**src/hw/rtl/mbb_pkg.sv**
```systemverilog
`timescale 1ns / 1ps

package mbb_pkg;

	localparam int CFG_W      = 12;
	localparam int RD_ADDR_W  = 16;
	// Widest store is 512 bytes a row by 4096 rows.
	localparam int CMD_ADDR_W = 21;

	localparam logic [7:0] WHITE = 8'hFF;

	typedef enum logic [1:0] {
		OP_BLIT  = 2'd0,
		OP_CLEAR = 2'd1,
		OP_READ  = 2'd2,
		OP_NONE  = 2'd3
	} opcode_t;

	typedef enum logic [1:0] {
		REG_DEST_X       = 2'd0,
		REG_DEST_Y       = 2'd1,
		REG_IMAGE_WIDTH  = 2'd2,
		REG_IMAGE_HEIGHT = 2'd3
	} reg_index_t;

	typedef enum logic [1:0] {
		CMD_NOP,
		CMD_BLIT,
		CMD_CLEAR,
		CMD_READ
	} cmd_kind_t;

	typedef enum logic [2:0] {
		ST_INIT,
		ST_IDLE,
		ST_WR_A,
		ST_WR_B,
		ST_READ,
		ST_CLEAR
	} back_state_t;

	// One classified item on its way to the store. For a clear the fill byte is in data_a.
	typedef struct packed {
		cmd_kind_t             kind;
		logic [CMD_ADDR_W-1:0] addr;
		logic [7:0]            mask_a;
		logic [7:0]            mask_b;
		logic [7:0]            data_a;
		logic [7:0]            data_b;
		logic                  done;
	} cmd_t;

	typedef struct packed {
		logic [7:0] read_data;
		logic       blit_done;
	} rslt_t;

endpackage

```
**src/hw/rtl/mbb_cmd_q.sv**
```systemverilog
`timescale 1ns / 1ps

module mbb_cmd_q import mbb_pkg::*; (
	input  logic clk,
	input  logic arst_n,
	input  logic push,
	input  cmd_t push_cmd,
	output logic full,
	input  logic pop,
	output logic valid,
	output cmd_t head
);

	cmd_t       ent_q [2];
	logic       wp_q, rp_q;
	logic [1:0] cnt_q;
	logic       do_push, do_pop;

	assign full    = (cnt_q == 2'd2);
	assign valid   = (cnt_q != 2'd0);
	assign head    = ent_q[rp_q];
	assign do_push = push && !full;
	assign do_pop  = pop && valid;

	always_ff @(posedge clk or negedge arst_n) begin
		if (!arst_n) begin
			wp_q  <= 1'b0;
			rp_q  <= 1'b0;
			cnt_q <= '0;
		end else begin
			if (do_push) begin
				wp_q <= !wp_q;
			end
			if (do_pop) begin
				rp_q <= !rp_q;
			end
			if (do_push && !do_pop) begin
				cnt_q <= cnt_q + 2'd1;
			end else if (do_pop && !do_push) begin
				cnt_q <= cnt_q - 2'd1;
			end
		end
	end

	always_ff @(posedge clk) begin
		if (do_push) begin
			ent_q[wp_q] <= push_cmd;
		end
	end

endmodule

```
**config.mk**
```make
export PLATFORM = sky130hd
export DESIGN_NAME = mbb_cmd_q
export DESIGN_NICKNAME = d
export VERILOG_FILES = /design/src/hw/rtl/mbb_pkg.sv /design/src/hw/rtl/mbb_cmd_q.sv
export SDC_FILE = /design/constraint.sdc
export NUM_CORES = 1
export LEC_CHECK = 0
export BUFFER_PORTS_ARGS = -buffer_cell sky130_fd_sc_hd__buf_2
export CAP_MARGIN = 20
export CORE_MARGIN = 3
export CORE_UTILIZATION = 58
export CTS_BUF_LIST = sky130_fd_sc_hd__clkbuf_4 sky130_fd_sc_hd__clkbuf_8
export CTS_CLUSTER_DIAMETER = 200
export DETAILED_ROUTE_END_ITERATION = 6
export GPL_ROUTABILITY_DRIVEN = 0
export PLACE_DENSITY = 0.87
export SETUP_SLACK_MARGIN = 0.5
export SKIP_LAST_GASP = 1
export SYNTH_ARGS = -nofsm -noshare
export SYNTH_HDL_FRONTEND = slang
export SYNTH_SLANG_ARGS = --single-unit
```
**constraint.sdc**
```tcl
create_clock -name clk -period 5.3 [get_ports clk]
set_clock_uncertainty 0.05 [all_clocks]
set_input_delay 1.59 -clock clk [delete_from_list [all_inputs] [get_ports clk]]
set_output_delay 1.59 -clock clk [all_outputs]
set_load 0.01 [all_outputs]
```
-- Word level (Yosys, flattened, before mapping)
Memories as Yosys holds them, arrays and structs flattened.
Cells that the tools add are included.
- output and inout port bits: 58
- memories kept: 1
- RAM bits: 112
- logic and storage cells: 22
- register bits: 4
- input bits: 60
- memory list (memory ; depth ; bits a word ; read ports ; clocked after Yosys merged registers in ; wr ports ; RTL line ; RTL):
    ent_q ; 2 ; 56 ; 1 ; 0 ; 1 ; mbb_cmd_q.sv:14 ; cmd_t ent_q [2];
- muxes and demuxes: 4
- eq/ne operators: 1
- reduce and logical (&&, ||, !) cells: 11
- $add $sub $neg: 2
- operators with widths (cell ; number):
    1-bit logical NOT ; 5
    1-bit logical AND ; 4
    2-bit 2-to-1 mux ; 2
    2-bit nonzero test ; 2
    2-bit by 1-bit adder with 2-bit output, second input constant ; 1
    2-bit equality test, second input constant ; 1
    1-bit 2-to-1 mux ; 2
    2-bit by 1-bit subtractor with 2-bit output, second input constant ; 1

-- Depth between registers and ports, before layout
- depth in word-level cells: 7
- depth in mapped cells: 7
- mapped depth without buffers: 7

-- Worst setup path after synthesis
OpenSTA, ideal clock, no wires.
- kind: input -> register
- from: input push
- to: memory ent_q[0][0] (netlist bit), enable pin
- required time: 4780 ps
- library setup time: 470 ps
- data arrival time: 4024 ps
- slack: 756 ps
- buffers on the path: 0
- stages on the path: 2
- path through: nand2_1 nor2_1
- word-level cells in the longest chain between the ends: 3
- ends and longest elaborated chain (item ; RTL line ; RTL):
    start, declared ; mbb_cmd_q.sv:6 ; input logic push,
    1-bit logical AND ; mbb_cmd_q.sv:22 ; assign do_push = push && !full;
    1-bit 2-to-1 mux ; mbb_cmd_q.sv:46 ; if (do_push) begin
    1-bit 2-to-1 mux (implied by the code) ; mbb_cmd_q.sv:47 ; ent_q[wp_q] <= push_cmd;
    end, declared ; mbb_cmd_q.sv:14 ;
No other way between the ends.

==> parameters.txt <==
Parameter                              Value

Timing
  Worst setup margin ... 1590 ps
  Worst slew slack as a fraction of its limit ... around a third
  Final Hold Fails ... 0
  Unrepaired setup endpoints after global routing ... false
  Count of pins over their slew limit ... 0
  Transition time at the pin with the least slew margin ... a little under 1000 ps
  Worst Hold Margin ... between 400 and 500 ps
  Final total negative setup slack ... 0 ps
  Final setup violation count ... 0
  Max Freq ... 270 MHz
  Minimum clock period ... 3710 ps
  Share of the clock period used by the worst path after layout ... 70.0%

Power and ir drop
  Static Leakage ... 2.21 nW
  Switching portion of total power ... a little over a quarter
  Share of total power in combinational logic ... between 20% and 30%
  Power per cell area ... 586 nW/um2
  Portion of total power attributed to the clock network ... 30.4%
  Highest ir drop seen on vdd ... 477 uV
  Sequential power share ... 43.8%
  Reported net switching power ... 0.000860 W
  Power Internal ... 0.00238 W

Setup path
  Critical path start-end classification ... flip-flop to output pin
  Startpoint of the most critical register-to-register path ... cnt_q[0]
  Data arrival time of the worst path ... 2070 ps
  Chain of cells forming the critical path ... mux2_2, buf_2
  Capturing element type of the critical path ... output pin
  Cell count of the worst reg-to-reg path ... 4
  Required time of the worst setup path ... 3660 ps
  Largest stage delay on the critical path ... 1030 ps
  Setup crit end ... head[51]
  Crit start category ... flip-flop
  Slowest CP cell ... sky130_fd_sc_hd__dfrtp_4
  Start point of the critical path ... rp_q
  Setup slack, reg-to-reg ... 2990 ps
  Max FO, Critical Path ... 57
  Reg-to-reg endpoint ... ent_q[0][44]

Detailed routing
  Starting DRC count in detailed routing ... 134
  Met3 routed WL ... roughly 660 um
  Total number of vias ... about 2,200
  Met1 layer wirelength in the final routing ... 3.04 mm
  Top routing layer used ... met4
  Number of detailed-route iterations in the first pass ... 4
  DRT antenna net count ... 0
  Total length of routed wires ... approximately 7.3 mm
  Post-route DRC violation count ... 0
  Total length of routed met2 wires ... approximately 3.6 mm
  Average wire length per cell after detail routing ... ~17 um
  Via density per instance ... 5.11

Clocking
  Max clock buf depth ... 2
  Number of levels the H-tree was split into ... 4
  Post-cts resize count ... 0
  Quantity of hold-fixing buffers added after cts ... 0
  TritonCTS sink count ... 116
  Num CTS Buffers ... 17
  Clock slew at the register clock pins of the worst setup and hold paths ... ~70 ps
  Buffer count from post-CTS setup fixing ... 0
  Clock tree from TritonCTS ... done
  Clock latency of the later-clocked register in the worst-skew pair ... 410 ps
  CTS Root Buffer Type ... sky130_fd_sc_hd__clkbuf_8

Hold path
  Class of the tightest hold or removal check ... flip-flop to flip-flop

Cells and area
  Share of the core filled with cells ... roughly four fifths
  Layout Cells excl Fill ... roughly 430
  Proportion of layout cells with a drive suffix above 1 ... roughly three fifths
  Diode insertion count for antenna repair ... 0
  Synthesis-to-finish area growth ... 26.8%
  Number of nets at the end of the flow ... slightly below 400

GRT
  Via count of the first global-routing pass ... 2,389
  Residual overflow from global routing ... 0
  Maximum number of pins on one net before global-route repair ... 58
  GR Util All Layers ... a little under a fifth
  Global-route wire length before repair ... approximately 12 mm
  Number of antenna violations at the first check in global routing ... 0

Placement
  Number of instances in the placed design ... 402
  Total half-perimeter wirelength after legalization and detailed placement ... 4.79 mm
  Buffers added on ports ... 117
  Setup slack after placement ... between 1500 and 2000 ps

Floorplan
  Initial standard-cell utilization of the core ... 62.1%
  I/O Pins ... around 120
  Area enclosed by the die boundary ... roughly 8600 um2
  Die width ... a little over 90 um
  Cell row count ... 30
  Core Region ... 7020 um2
  Die Span Y ... 92.7 um

Yosys
  Total nets after synthesis ... 254
  Share of synthesized area occupied by flip-flops and latches ... 79.4%
  Warnings, synthesis ... 0
  Yosys cell types ... 15
  Flip-flop and latch count after synthesis ... roughly 120
  Number of instances in the synthesized netlist ... 193
  Area share of the leading cell type in the synthesized netlist ... 77.2%
  Library cell with the largest summed area after synthesis ... sky130_fd_sc_hd__edfxtp_1
  Avg Synthesized Cell Area ... about 23 um2
  Post-synthesis instance area ... 4360 um2
  Top post-synthesis cells by area ... sky130_fd_sc_hd__edfxtp_1, sky130_fd_sc_hd__mux2_4, sky130_fd_sc_hd__mux2_2, sky130_fd_sc_hd__dfrtp_1, sky130_fd_sc_hd__buf_6

Outcome
  Result of the run ... completed

Job
  Maximum Capacitance Violations ... 0
==> synthesized netlist by cell type <==
cell                       count
sky130_fd_sc_hd__and3_1        1
sky130_fd_sc_hd__buf_2         2
sky130_fd_sc_hd__buf_6         4
sky130_fd_sc_hd__dfrtp_1       4
sky130_fd_sc_hd__edfxtp_1    112
sky130_fd_sc_hd__ha_1          1
sky130_fd_sc_hd__inv_1         2
sky130_fd_sc_hd__mux2_2       26
sky130_fd_sc_hd__mux2_4       30
sky130_fd_sc_hd__nand2_1       2
sky130_fd_sc_hd__nand2b_1      1
sky130_fd_sc_hd__nor2_1        2
sky130_fd_sc_hd__or2_2         1
sky130_fd_sc_hd__xnor2_1       3
sky130_fd_sc_hd__xor2_1        2
==> routing by layer <==
metal	GRT usage, %	up-vias
met1	23.3	1084
met3	8.69	8
met4	6.47	0
met2	28.1	102
li1	-	1023
met5	0	-
==> sequential cells by signal (all words and copies together) (netlist names) <==
| signal | flops |
|---|---|
| cnt_q | 2 |
| ent_q | 112 |
| rp_q | 1 |
| wp_q | 1 |
==> per-stage QoR <==
step	total power [W]	instance area, um2
4_1_cts	0.00327	5530
3_5_place_dp	0.00228	5040
2_1_floorplan	0.00199	4360
5_1_grt	0.00339	5530
3_3_place_gp	0.00225	5040
6_report	0.00324	5530
==> cells by family (layout without fill, tap and decap cells) <==
kind of cell | Yosys count | in the layout | share of synthesized area [%]
xor+xnor | 5 | 5 | 1.00
fa+ha+maj | 1 | 1 | 0.287
buf+inv | 8 | 153 | 1.44
flops | 116 | 116 | 79.4
mux | 56 | 56 | 17.0
simple gates | 7 | 7 | 0.775
==> power groups by stage <==
stage | Combinational, W | Sequential, W | Clock, W
after floorplan | 0.000660 | 0.00133 | 0
after global placement | 0.000824 | 0.00142 | 0
after detailed placement | 0.000842 | 0.00144 | 0
after CTS | 0.000844 | 0.00142 | 0.00100
after global routing | 0.000896 | 0.00145 | 0.00105
final | 0.000833 | 0.00142 | 0.000985
==> area by class of cell <==
type,count,area [um2]
Clock buffer,20,256
Clock inverter,12,233
Fill cell,387,1490
Inverter,2,7.51
Multi-Input combinational cell,69,842
Sequential cell,116,3470
Tap cell,96,120
Timing Repair Buffer,119,601
==> how the worst min path moves through the flow <==
stage,start,depth (start not counted),to
3_5_place_dp,cnt_q[1],1,cnt_q[1]
2_1_floorplan,cnt_q[1],1,cnt_q[1]
4_1_cts,cnt_q[1],1,cnt_q[1]
3_3_place_gp,cnt_q[1],1,cnt_q[1]
5_1_grt,cnt_q[1],1,cnt_q[1]
6_report,cnt_q[1],1,cnt_q[1]
==> layout by cell type, fill, tap and decap left out, drive strengths merged <==
master  count
buf       119
edfxtp    112
mux2       56
clkbuf     20
bufinv      7
clkinv      5
dfrtp       4
xnor2       3
inv         2
nand2       2
xor2        2
nor2        2
or2         1
nand2b      1
and3        1
ha          1
==> critical path, delay by kind of cell (launching register included) <==
family	cells	cell delay, ps
buffers and inverters	1	150
flip-flops	1	1030
multiplexers	1	440
Power figures use the tool's default switching activity.
